### src/rtl/core/b64sd_pkg.sv
`default_nettype none

package b64sd_pkg;

  localparam int CAP_WIDTH         = 24;
  localparam int COUNT_WIDTH_DEF   = 24;
  localparam int MAX_RESULTS       = 3;

  localparam logic [CAP_WIDTH-1:0] CAP_RESET = {CAP_WIDTH{1'b1}};

  // Alphabet boundaries
  localparam logic [7:0] CHR_UPPER_A = 8'h41;
  localparam logic [7:0] CHR_UPPER_Z = 8'h5A;
  localparam logic [7:0] CHR_LOWER_A = 8'h61;
  localparam logic [7:0] CHR_LOWER_Z = 8'h7A;
  localparam logic [7:0] CHR_DIGIT_0 = 8'h30;
  localparam logic [7:0] CHR_DIGIT_9 = 8'h39;
  localparam logic [7:0] CHR_PLUS    = 8'h2B;
  localparam logic [7:0] CHR_SLASH   = 8'h2F;
  localparam logic [7:0] CHR_PAD     = 8'h3D;

  localparam logic [5:0] SX_LOWER_BASE = 6'h1A;
  localparam logic [5:0] SX_DIGIT_BASE = 6'h34;
  localparam logic [5:0] SX_PLUS       = 6'h3E;
  localparam logic [5:0] SX_SLASH      = 6'h3F;

  typedef enum logic [2:0] {
    ST_OK       = 3'd0,
    ST_BAD_CHAR = 3'd1,
    ST_BAD_PAD  = 3'd2,
    ST_BAD_LEN  = 3'd3,
    ST_CAPACITY = 3'd4
  } status_e;

  typedef struct packed {
    logic       bad;
    logic       pad;
    logic [5:0] val;
  } sextet_t;

  typedef struct packed {
    logic [7:0] data;
    logic       valid;
    logic       last;
    status_e    status;
  } result_t;

  typedef struct packed {
    logic [1:0]                    cnt;
    result_t [MAX_RESULTS-1:0]     res;
  } group_t;

  function automatic sextet_t sextet_of(input logic [7:0] c);
    sextet_t sx;
    sx = '{bad: 1'b0, pad: 1'b0, val: 6'd0};
    if (c >= CHR_UPPER_A && c <= CHR_UPPER_Z) begin
      sx.val = 6'(c - CHR_UPPER_A);
    end else if (c >= CHR_LOWER_A && c <= CHR_LOWER_Z) begin
      sx.val = SX_LOWER_BASE + 6'(c - CHR_LOWER_A);
    end else if (c >= CHR_DIGIT_0 && c <= CHR_DIGIT_9) begin
      sx.val = SX_DIGIT_BASE + 6'(c - CHR_DIGIT_0);
    end else if (c == CHR_PLUS) begin
      sx.val = SX_PLUS;
    end else if (c == CHR_SLASH) begin
      sx.val = SX_SLASH;
    end else if (c == CHR_PAD) begin
      sx.pad = 1'b1;
    end else begin
      sx.bad = 1'b1;
    end
    return sx;
  endfunction

endpackage

`default_nettype wire

### src/rtl/core/base64_stream_decoder.sv
`default_nettype none

// Streaming base64 (RFC 4648) decoder. One text character enters per valid/ready
// transaction, with end_of_text_i on the final character of a text. Every group
// of four characters yields up to three decoded bytes, one per output
// transaction; a text end with no byte pending gives a single status result with
// byte_valid_o low and last_result_o high. Errors (bad character, data after
// '=', a group with one data character, byte capacity exceeded) give one result
// with last_result_o high and the error code in status_o; bytes already sent
// stay sent, and the rest of that text is dropped silently. The decode is
// single pass: a character is accepted every cycle as long as results drain,
// so throughput is one character per cycle, bounded by the output port at one
// result per cycle (a character that yields three results holds the input
// while those results leave). A character's first result is presented in the
// cycle after its accept. cfg_wdata_i sets the per-text byte capacity
// (reset all ones) and is written when cfg_we_i is high; write it only while
// the decoder is idle. COUNT_WIDTH sets the width of the per-text byte counter.
module base64_stream_decoder #(
  parameter int COUNT_WIDTH = b64sd_pkg::COUNT_WIDTH_DEF
) (
  input  wire logic                            clk_i,
  input  wire logic                            rst_ni,
  // configuration
  input  wire logic                            cfg_we_i,
  input  wire logic [b64sd_pkg::CAP_WIDTH-1:0] cfg_wdata_i,
  // character input
  input  wire logic                            in_valid_i,
  output logic                                 in_ready_o,
  input  wire logic [7:0]                      char_byte_i,
  input  wire logic                            end_of_text_i,
  // decoded output
  output logic                                 out_valid_o,
  input  wire logic                            out_ready_i,
  output logic [7:0]                           data_byte_o,
  output logic                                 byte_valid_o,
  output logic                                 last_result_o,
  output logic [2:0]                           status_o
);
  import b64sd_pkg::*;

  group_t  grp;
  result_t res;
  logic    in_fire;

  // State advances only on an accepted transaction.
  assign in_fire = in_valid_i && in_ready_o;

  b64sd_decode #(
    .COUNT_WIDTH (COUNT_WIDTH)
  ) u_decode (
    .clk_i       (clk_i),
    .rst_ni      (rst_ni),
    .cfg_we_i    (cfg_we_i),
    .cfg_wdata_i (cfg_wdata_i),
    .fire_i      (in_fire),
    .char_i      (char_byte_i),
    .eot_i       (end_of_text_i),
    .grp_o       (grp)
  );

  // Result register: holds the group of one transaction and drains it in order.
  b64sd_outq u_outq (
    .clk_i       (clk_i),
    .rst_ni      (rst_ni),
    .in_valid_i  (in_valid_i),
    .in_ready_o  (in_ready_o),
    .grp_i       (grp),
    .out_valid_o (out_valid_o),
    .out_ready_i (out_ready_i),
    .res_o       (res)
  );

  assign data_byte_o   = res.data;
  assign byte_valid_o  = res.valid;
  assign last_result_o = res.last;
  assign status_o      = 3'(res.status);

endmodule

`default_nettype wire

### src/rtl/core/b64sd_decode.sv
`default_nettype none

module b64sd_decode #(
  parameter int COUNT_WIDTH = b64sd_pkg::COUNT_WIDTH_DEF
) (
  input  wire logic                           clk_i,
  input  wire logic                           rst_ni,
  input  wire logic                           cfg_we_i,
  input  wire logic [b64sd_pkg::CAP_WIDTH-1:0] cfg_wdata_i,
  input  wire logic                           fire_i,
  input  wire logic [7:0]                     char_i,
  input  wire logic                           eot_i,
  output b64sd_pkg::group_t                   grp_o
);
  import b64sd_pkg::*;

  localparam int CmpW = ((COUNT_WIDTH > CAP_WIDTH) ? COUNT_WIDTH : CAP_WIDTH) + 2;

  logic [CAP_WIDTH-1:0]   cap_q;
  logic [17:0]            bits_q, bits_d;
  logic [1:0]             fill_q, fill_d;
  logic [2:0]             dchars_q, dchars_d;
  logic                   pad_seen_q, pad_seen_d;
  logic [COUNT_WIDTH-1:0] emitted_q, emitted_d;
  logic                   failed_q, failed_d;

  sextet_t     sx;
  logic        is_data;
  logic [23:0] acc;
  logic [23:0] aligned;
  logic [2:0]  dchars_n;
  logic        closing;
  status_e     pre_status;
  status_e     fin_status;
  logic [1:0]  nbytes;
  logic [1:0]  allowed;
  logic [1:0]  emit;
  logic        err;
  logic [2:0]  room_ok;
  logic [CmpW-1:0] cnt_ext, cap_ext, max_ext;
  logic [7:0]  byte_v [MAX_RESULTS];

  always_comb begin
    sx       = sextet_of(char_i);
    is_data  = !sx.bad && !sx.pad;
    acc      = is_data ? {bits_q, sx.val} : {6'd0, bits_q};
    dchars_n = dchars_q + {2'd0, is_data};
    closing  = (fill_q == 2'd3) || eot_i;

    // Classify the character; bad character wins over bad padding.
    if (sx.bad) begin
      pre_status = ST_BAD_CHAR;
    end else if (is_data && pad_seen_q) begin
      pre_status = ST_BAD_PAD;
    end else if (closing && dchars_n == 3'd1) begin
      pre_status = ST_BAD_LEN;
    end else begin
      pre_status = ST_OK;
    end

    nbytes = (pre_status == ST_OK && closing && dchars_n >= 3'd2) ? 2'(dchars_n - 3'd1) : 2'd0;

    case (dchars_n)
      3'd2:    aligned = acc << 12;
      3'd3:    aligned = acc << 6;
      default: aligned = acc;
    endcase
    byte_v[0] = aligned[23:16];
    byte_v[1] = aligned[15:8];
    byte_v[2] = aligned[7:0];

    // Room check for each of up to three bytes of this transaction.
    cnt_ext = CmpW'(emitted_q);
    cap_ext = CmpW'(cap_q);
    max_ext = CmpW'({COUNT_WIDTH{1'b1}});
    for (int i = 0; i < MAX_RESULTS; i++) begin
      room_ok[i] = ((cnt_ext + CmpW'(i)) < cap_ext) && ((cnt_ext + CmpW'(i)) < max_ext);
    end
    allowed = !room_ok[0] ? 2'd0 : (!room_ok[1] ? 2'd1 : (!room_ok[2] ? 2'd2 : 2'd3));
    emit    = (allowed < nbytes) ? allowed : nbytes;

    if (pre_status == ST_OK && emit < nbytes) begin
      fin_status = ST_CAPACITY;
    end else begin
      fin_status = pre_status;
    end
    err = (fin_status != ST_OK);

    // Assemble the result group.
    grp_o.cnt = failed_q ? 2'd0 :
                (err ? emit + 2'd1 : ((eot_i && emit == 2'd0) ? 2'd1 : emit));
    for (int i = 0; i < MAX_RESULTS; i++) begin
      grp_o.res[i].data   = (2'(i) < emit) ? byte_v[i] : 8'd0;
      grp_o.res[i].valid  = (2'(i) < emit);
      grp_o.res[i].last   = (err && 2'(i) == emit) ||
                            (eot_i && !err && emit != 2'd0 && 2'(i) == emit - 2'd1) ||
                            (eot_i && !err && emit == 2'd0 && i == 0);
      grp_o.res[i].status = (err && 2'(i) == emit) ? fin_status : ST_OK;
    end

    // Text state update.
    bits_d     = bits_q;
    fill_d     = fill_q;
    dchars_d   = dchars_q;
    pad_seen_d = pad_seen_q;
    emitted_d  = emitted_q;
    failed_d   = failed_q;
    if (fire_i) begin
      if (eot_i) begin
        bits_d     = '0;
        fill_d     = '0;
        dchars_d   = '0;
        pad_seen_d = 1'b0;
        emitted_d  = '0;
        failed_d   = 1'b0;
      end else if (failed_q) begin
        failed_d = 1'b1;
      end else if (err) begin
        failed_d = 1'b1;
      end else begin
        if (closing) begin
          bits_d   = '0;
          fill_d   = '0;
          dchars_d = '0;
        end else begin
          bits_d   = acc[17:0];
          fill_d   = fill_q + 2'd1;
          dchars_d = dchars_n;
        end
        pad_seen_d = pad_seen_q | sx.pad;
        emitted_d  = emitted_q + COUNT_WIDTH'(emit);
      end
    end
  end

  always_ff @(posedge clk_i or negedge rst_ni) begin
    if (!rst_ni) begin
      cap_q      <= CAP_RESET;
      bits_q     <= '0;
      fill_q     <= '0;
      dchars_q   <= '0;
      pad_seen_q <= 1'b0;
      emitted_q  <= '0;
      failed_q   <= 1'b0;
    end else begin
      if (cfg_we_i) begin
        cap_q <= cfg_wdata_i;
      end
      bits_q     <= bits_d;
      fill_q     <= fill_d;
      dchars_q   <= dchars_d;
      pad_seen_q <= pad_seen_d;
      emitted_q  <= emitted_d;
      failed_q   <= failed_d;
    end
  end

`ifndef ASSERT_OFF
  a_failed_silent: assert property (@(posedge clk_i) disable iff (!rst_ni)
    (fire_i && failed_q) |-> (grp_o.cnt == 2'd0))
    else $error("failed text produced results");

  a_empty_group: assert property (@(posedge clk_i) disable iff (!rst_ni)
    (fill_q == 2'd0) |-> (dchars_q == 3'd0 && bits_q == 18'd0))
    else $error("empty group holds data");

  a_eot_clears: assert property (@(posedge clk_i) disable iff (!rst_ni)
    (fire_i && eot_i) |=> (fill_q == 2'd0 && !failed_q && emitted_q == '0))
    else $error("text state not cleared at text end");
`endif

endmodule

`default_nettype wire

### src/rtl/core/b64sd_outq.sv
`default_nettype none

module b64sd_outq (
  input  wire logic        clk_i,
  input  wire logic        rst_ni,
  input  wire logic        in_valid_i,
  output logic             in_ready_o,
  input  wire b64sd_pkg::group_t grp_i,
  output logic             out_valid_o,
  input  wire logic        out_ready_i,
  output b64sd_pkg::result_t res_o
);
  import b64sd_pkg::*;

  group_t     grp_q;
  logic [1:0] cnt_q;
  logic [1:0] ptr_q;
  logic       load;
  logic       out_fire;
  logic       at_last;

  assign out_valid_o = (cnt_q != 2'd0);
  assign at_last     = (ptr_q == cnt_q - 2'd1);
  assign out_fire    = out_valid_o && out_ready_i;
  // Take a new transaction when the group is empty or its final result leaves now.
  assign in_ready_o  = !out_valid_o || (out_fire && at_last);
  assign load        = in_valid_i && in_ready_o;
  assign res_o       = grp_q.res[ptr_q];

  always_ff @(posedge clk_i or negedge rst_ni) begin
    if (!rst_ni) begin
      cnt_q <= '0;
      ptr_q <= '0;
    end else if (load) begin
      cnt_q <= grp_i.cnt;
      ptr_q <= '0;
    end else if (out_fire) begin
      if (at_last) begin
        cnt_q <= '0;
        ptr_q <= '0;
      end else begin
        ptr_q <= ptr_q + 2'd1;
      end
    end
  end

  always_ff @(posedge clk_i) begin
    if (load) begin
      grp_q <= grp_i;
    end
  end

`ifndef ASSERT_OFF
  a_ptr_range: assert property (@(posedge clk_i) disable iff (!rst_ni)
    out_valid_o |-> (ptr_q < cnt_q))
    else $error("read pointer beyond group");

  a_load_shows: assert property (@(posedge clk_i) disable iff (!rst_ni)
    (load && grp_i.cnt != 2'd0) |=> out_valid_o)
    else $error("loaded group not presented");

  a_status_last: assert property (@(posedge clk_i) disable iff (!rst_ni)
    (out_valid_o && !res_o.valid) |-> res_o.last)
    else $error("non-data result not marked last");
`endif

endmodule

`default_nettype wire
### config.mk
export PLATFORM = sky130hd
export DESIGN_NAME = base64_stream_decoder
export DESIGN_NICKNAME = d
export VERILOG_FILES = /design/src/rtl/core/b64sd_pkg.sv /design/src/rtl/core/base64_stream_decoder.sv /design/src/rtl/core/b64sd_decode.sv /design/src/rtl/core/b64sd_outq.sv
export SDC_FILE = /design/constraint.sdc
export NUM_CORES = 1
export LEC_CHECK = 0
export ABC_AREA = 1
export ABC_CLOCK_PERIOD_IN_PS = 11900
export BUFFER_PORTS_ARGS = -buffer_cell sky130_fd_sc_hd__buf_2
export CAP_MARGIN = 30
export CELL_PAD_IN_SITES_DETAIL_PLACEMENT = 0
export CELL_PAD_IN_SITES_GLOBAL_PLACEMENT = 1
export CORE_UTILIZATION = 50
export DETAILED_ROUTE_END_ITERATION = 6
export HOLD_SLACK_MARGIN = 0.05
export PLACE_DENSITY_LB_ADDON = 0.12
export SLEW_MARGIN = 20
export SYNTH_ARGS = -nofsm -noshare
export SYNTH_HDL_FRONTEND = slang
export SYNTH_SLANG_ARGS = --single-unit
### constraint.sdc
create_clock -name clk_i -period 11.9 [get_ports clk_i]
set_clock_uncertainty 0.15 [all_clocks]
set_input_delay 0.595 -clock clk_i [delete_from_list [all_inputs] [get_ports clk_i]]
set_output_delay 0.595 -clock clk_i [all_outputs]
set_load 0.005 [all_outputs]
==> flow_summary.ini, run 1 <==
[timing]
slew_headroom_pct = 41.4
worst_slew_pin_slew_ns = 0.876
setup_viol = 0
hold_viol = 0
maxSlewViolCount = 0
finalCriticalPeriod_ns = 6.23
rsz0062_at_grt = false
clock.fmax_mhz = 160
setup_ws_ns = 5.67
period_share_pct = 52.4
fin_tns_setup_ns = 0

[worst_hold_path]
min-delay-start = cfg_wdata_i[14]
min_path_type = input pin to flip-flop

[placement]
dp_cells = 1642
place.port_buffers = 52
post-place-ws_ns = 5.28
gp_congestion = 0.899
dpl.hpwl_um = 20200

[power]
p_sw_mw = 0.662
clock_power_share_pct = 31.6
p_leak_nw = 5.27
powerDensity_nw_per_um2 = 156
p_seq_share_pct = 35.0
pwr-share-comb_pct = 33.4
p_sw_share_pct = 39.5
p_int_mw = 1.01
ir_drop_v = 0.0000896
totalPowerFinal_mw = 1.68

[final_layout]
final_cells = 1675
drive_above_1_share_pct = 10.5
area_growth_pct = 10.3
layout_common_cells = nand2_1, nor2_1, inv_1, nand3_1, o21ai_0
antenna_cells = 0
fin_nets = 1541
final_common_cell = nand2_1

[route]
dr.pass1.iters = 5
drtIter0Drc = 531
routedWlPerCell_um = 16.0
ant_nets = 0
vias_per_cell = 5.41
drc_errors = 0
drt_wl_total_um = 26800
num_vias = 9065

[run]
maxCapViolations = 0

[floorplanning]
std_cell_rows = 50
dieArea_um2 = 20100
dieHeight_um = 142
fp.dieW_um = 142
floorplan.initialDensity_pct = 51.6
pin_count = 53
coreArea_um2 = 18900

[setup_path]
critPathCaptureType = flip-flop
rr_startpoint = u_decode.emitted_q[2]
critPathKind = flip-flop to flip-flop
crit_fanout = 11
crit_path_start_kind = flip-flop
slowest_stage = dfrtp_1
slowest_delay_ns = 0.65
cp_common_cell = nand2_1
arrival_ns = 6.39
cp_data_required_time_ns = 12.06
crit_start = u_decode.emitted_q[2]

[yosys]
synth_area_per_cell_um2 = 7.09
syn-num-nets = 1513
ys.flop_type = dfrtp_1
syn_inst = 1374
synth_edf_count = 39
synth.distinct_cells = 49
ys.warnings.count = 0
netlist_area_um2 = 9750
ys_seq_elements = 116
async_flop_share_pct = 66.4
ys_seq_area_share_pct = 32.1

[clock_network]
cts_inserted_buffers = 17
postCtsSetupBuffers = 0
htreeDepth = 4
clk_latency_ns = 0.43
clk_root_buffer_cell = clkbuf_16
cts_tree = yes
path_clk_slew_ns = 0.07
cts_max_path_buffers = 2
cts.sinks = 116

[global_routing]
grtUsageTotal_pct = 28.1
antenna_found_initial = 0
grt_pass1_wl_um = 43700
grt_overflow_total = 0
grt_max_degree = 50
grt_pass1_vias = 8499

[status]
outcome = completed
synthesized netlist by cell type, drive strengths merged, types with 3 or more instances:
cell type / n / share of area (%)
inv: 149 / 5.7
mux2i: 6 / 0.62
o2111ai: 5 / 0.45
nand2: 365 / 14
dfrtp: 53 / 14
dfstp: 24 / 6.5
xnor2: 3 / 0.27
nor4: 3 / 0.19
xor2: 36 / 3.2
nor2: 176 / 7.2
or2: 10 / 0.64
a21oi: 49 / 2.6
nor3: 12 / 0.62
nand3: 127 / 6.7
o21a: 3 / 0.23
nand3b: 3 / 0.23
o211ai: 8 / 0.62
clkbuf: 26 / 1.0
nand4: 21 / 1.3
clkinv: 3 / 0.12
a21boi: 3 / 0.23
buf: 23 / 1.5
o21ai: 106 / 5.4
edfxtp: 39 / 12
ha: 100 / 13
a31oi: 7 / 0.45
critical path: cells and delay by family (launching register included):
family	cells	cell delay, ns
xor+xnor	1	0.16
fa+ha+maj	4	1.12
simple gates	19	2.16
buf+inv	7	0.86
compound gates	4	0.99
flops	1	0.65
cell type report:
| type | instances | area [µm²] |
|---|---|---|
| Inverter | 152 | 571 |
| Multi-Input combinational cell | 1057 | 5810 |
| Timing Repair Buffer | 58 | 323 |
| Clock buffer | 17 | 425 |
| Clock inverter | 15 | 169 |
| Tap cell | 260 | 325 |
| Fill cell | 1879 | 8150 |
| Sequential cell | 116 | 3130 |
registers in the layout (all words and copies together), names as in the netlist:
signal and cells:
u_decode.pad_seen_q 1, u_decode.failed_q 1, u_outq.ptr_q 2, u_decode.fill_q 2
u_decode.dchars_q 3, u_decode.cap_q 24, u_outq.cnt_q 2, u_decode.emitted_q 24
u_outq.grp_q 39, u_decode.bits_q 18
per-layer routing:
layer / part of all wire (%) / vias up / global-route usage [%]
met5: 0 / - / 0
met4: 3.6 / 0 / 13.0
met3: 3.8 / 60 / 3.98
met2: 48 / 240 / 48.3
met1: 44 / 4174 / 34.8
li1: - / 4591 / -
logic make-up (layout without fill, tap and decap cells):
logic type               Yosys count  in the layout  share of synthesized area (%)
AO/OA/AOI/OAI                    192            192                           10.9
flip-flops                       116            116                           32.1
AND/OR/NAND/NOR                  719            719                           31.5
buffers and inverters            201            242                           8.33
adder cells (fa/ha/maj)          101            101                           13.0
XOR/XNOR                          39             39                           3.50
multiplexers                       6              6                          0.616
through the flow:
stage                     hold WS [ns]  cell area [µm²]  util [%]
after floorplan                  0.149             9750         -
after global placement           0.235            10100      53.6
after detailed placement         0.236            10100      53.7
after CTS                        0.214            10700      56.9
after global routing             0.225            10700      56.9
final                            0.217            10700      56.9
worst paths after layout:
check	cells after the start	endpoint	slack, ns
max	35	u_decode.emitted_q[23]	5.67
min	3	u_decode.cap_q[14]	0.22
max reg2reg	35	u_decode.emitted_q[23]	5.67
min reg2reg	2	u_outq.cnt_q[1]	0.33
max in group asynchronous	4	u_decode.cap_q[10]	10.24
min in group asynchronous	2	u_decode.bits_q[4]	0.34
power groups by stage:
stage	Sequential [mW]	Combinational, mW	Clock [mW]
global placement	0.590	0.558	0
detailed placement	0.590	0.562	0
finish	0.586	0.560	0.530
global route	0.595	0.640	0.556
CTS	0.584	0.564	0.537
floorplan	0.556	0.418	0
timing repair:
item                                   4_1_cts  5_1_grt
gates resized for setup                      0        0
endpoints found under the hold margin        2        0
setup endpoints to repair                    0        0
hold buffers                                 1        0
Power figures use the tool's default switching activity.
==> inputs of run 2 (changes only) <==
ABC_CLOCK_PERIOD_IN_PS = 5100   (was 11900)
CORE_UTILIZATION = 42   (was 50)
clock period = 5.1 ns   (was 11.9 ns; I/O delays follow)
==> flow_summary.ini, run 2 (synthesis gave the netlist of run 1 again) <==
[route]
vias_per_cell = 5.17
drt_wl_total_um = 29600
num_vias = 9338
dr.pass1.iters = 6
routedWlPerCell_um = 16.4
drc_errors = 0
drtIter0Drc = 534
ant_nets = 0

[power]
p_sw_mw = 1.60
ir_drop_v = 0.000182
p_seq_share_pct = 32.2
powerDensity_nw_per_um2 = 354
p_int_mw = 2.59
p_leak_nw = 5.78
totalPowerFinal_mw = 4.19
pwr-share-comb_pct = 36.7
clock_power_share_pct = 31.2
p_sw_share_pct = 38.2

[setup_path]
cp_common_cell = nand2_1
r2r_slack_ns = 0.30
rr_startpoint = u_decode.emitted_q[8]
arrival_ns = 4.96
slowest_delay_ns = 0.45
slowest_stage = dfrtp_1
reg2regPathDepth = 31
reg2reg_to = u_decode.emitted_q[18]
cp_data_required_time_ns = 5.26
critPathKind = flip-flop to flip-flop
crit_path_start_kind = flip-flop
critPathCaptureType = flip-flop
crit_fanout = 5

[final_layout]
finish.utilization_pct = 52.2
largest_reg_flops = 39
top_regs = u_outq.grp_q x39, u_decode.cap_q x24, u_decode.emitted_q x24
fin_nets = 1647
area_growth_pct = 21.6
layout_common_cells = nand2_1, nor2_1, inv_1, nand3_1, o21ai_0
final_common_cell = nand2_1
top_register = u_outq.grp_q
antenna_cells = 0
drive_above_1_share_pct = 17.6
finish.instance_area_um2 = 11800

[clock_network]
cts.sinks = 116
cts_inserted_buffers = 17
path_clk_slew_ns = 0.06
htreeDepth = 4
cts_max_path_buffers = 2
clk_latency_ns = 0.43
clk_root_buffer_cell = clkbuf_16
cts_tree = yes

[floorplanning]
pin_count = 53
std_cell_rows = 55
dieArea_um2 = 23800
fp.dieW_um = 154
dieHeight_um = 154
coreArea_um2 = 22700
floorplan.initialDensity_pct = 42.9

[timing]
clock.fmax_mhz = 208
maxSlewViolCount = 0
finalCriticalPeriod_ns = 4.80
hold_viol = 0
period_share_pct = 94.0
worst_slew_pin_slew_ns = 0.949
slew_headroom_pct = 36.6
setup_viol = 0

[run]
maxCapViolations = 0

[global_routing]
antenna_found_initial = 0
grt_max_degree = 57
grt_overflow_total = 0
grt_pass1_wl_um = 47800
grtUsageTotal_pct = 26.0
grt_pass1_vias = 9119

[placement]
placed_area_um2 = 10800
place.port_buffers = 52
gp_congestion = 0.915
dpl.hpwl_um = 22300

[worst_hold_path]
min_path_type = input pin to asynchronous set/reset pin

[status]
outcome = completed
-- run 2: cell count changes in the layout (fill, tap and decap cells not counted), moves of 7 or more --
| cell | change |
|---|---|
| nand2_2 | +7 |
| dfrtp_2 | +8 |
| nor2_1 | -8 |
| buf_4 | +76 |
| dfrtp_1 | -8 |
| nor2_2 | +7 |
| nand2_1 | -7 |
| dlygate4sd3_1 | +28 |
| inv_1 | -7 |
-- run 2: worst max path at each step --
stage,end,slack [ns],cells past startpoint,from
floorplan,u_decode.emitted_q[22],0.0008,36,char_byte_i[2]
global placement,u_decode.emitted_q[22],0.18,34,u_decode.emitted_q[0]
detailed placement,u_decode.emitted_q[22],0.15,33,u_decode.emitted_q[0]
CTS,u_decode.emitted_q[22],0.09,33,u_decode.emitted_q[0]
global route,u_decode.emitted_q[14],-0.007,35,u_decode.emitted_q[1]
finish,u_decode.emitted_q[18],0.30,31,u_decode.emitted_q[8]
-- run 2: per-stage QoR --
stage	setup TNS (ns)	hold WS, ns	instances	setup WS [ns]
after global placement	0	0.0323	1738	0.180
after global routing	-0.00691	0.134	1805	-0.00691
after floorplan	0	-0.191	1374	0.000821
after detailed placement	0	0.0356	1738	0.153
after CTS	0	0.125	1798	0.0940
final	0	0.114	1805	0.304
-- run 2: power by group through the flow --
stage               sequential [mW]  clock, mW  combinational [mW]
floorplan                      1.30          0               0.996
finish                         1.35       1.31                1.54
detailed placement             1.35          0                1.49
global placement               1.35          0                1.48
global route                   1.37       1.36                1.75
CTS                            1.34       1.33                1.53
-- run 2: per-layer routing --
layer | up-vias | wire, µm | track usage [%]
met5 | - | 0 | 0
met4 | 0 | 770 | 9.43
met3 | 43 | 824 | 3.67
met2 | 164 | 15100 | 47.0
met1 | 4337 | 12900 | 31.3
li1 | 4794 | - | -
-- run 2: final cells by class --
type	count	area, µm²
Sequential cell	116	3140
Inverter	152	574
Timing Repair Buffer	164	1200
Fill cell	2299	10900
Clock inverter	14	200
Clock buffer	17	425
Tap cell	285	357
Multi-Input combinational cell	1057	5950
-- run 2: timing repair --
action                                  4_1_cts  5_1_grt
hold endpoints to repair                     47        0
buffers inserted                              0        7
resized for setup                             0       23
endpoints found under the setup margin        0       19
hold buffers                                 29        0
-- run 2: critical path, delay by kind of cell (launching register included) --
family	cells	cell delay [ns]
AO/OA/AOI/OAI	3	0.20
XOR/XNOR	1	0.17
adder cells (fa/ha/maj)	4	1.11
buffers and inverters	4	0.35
flip-flops	1	0.45
AND/OR/NAND/NOR	19	2.25
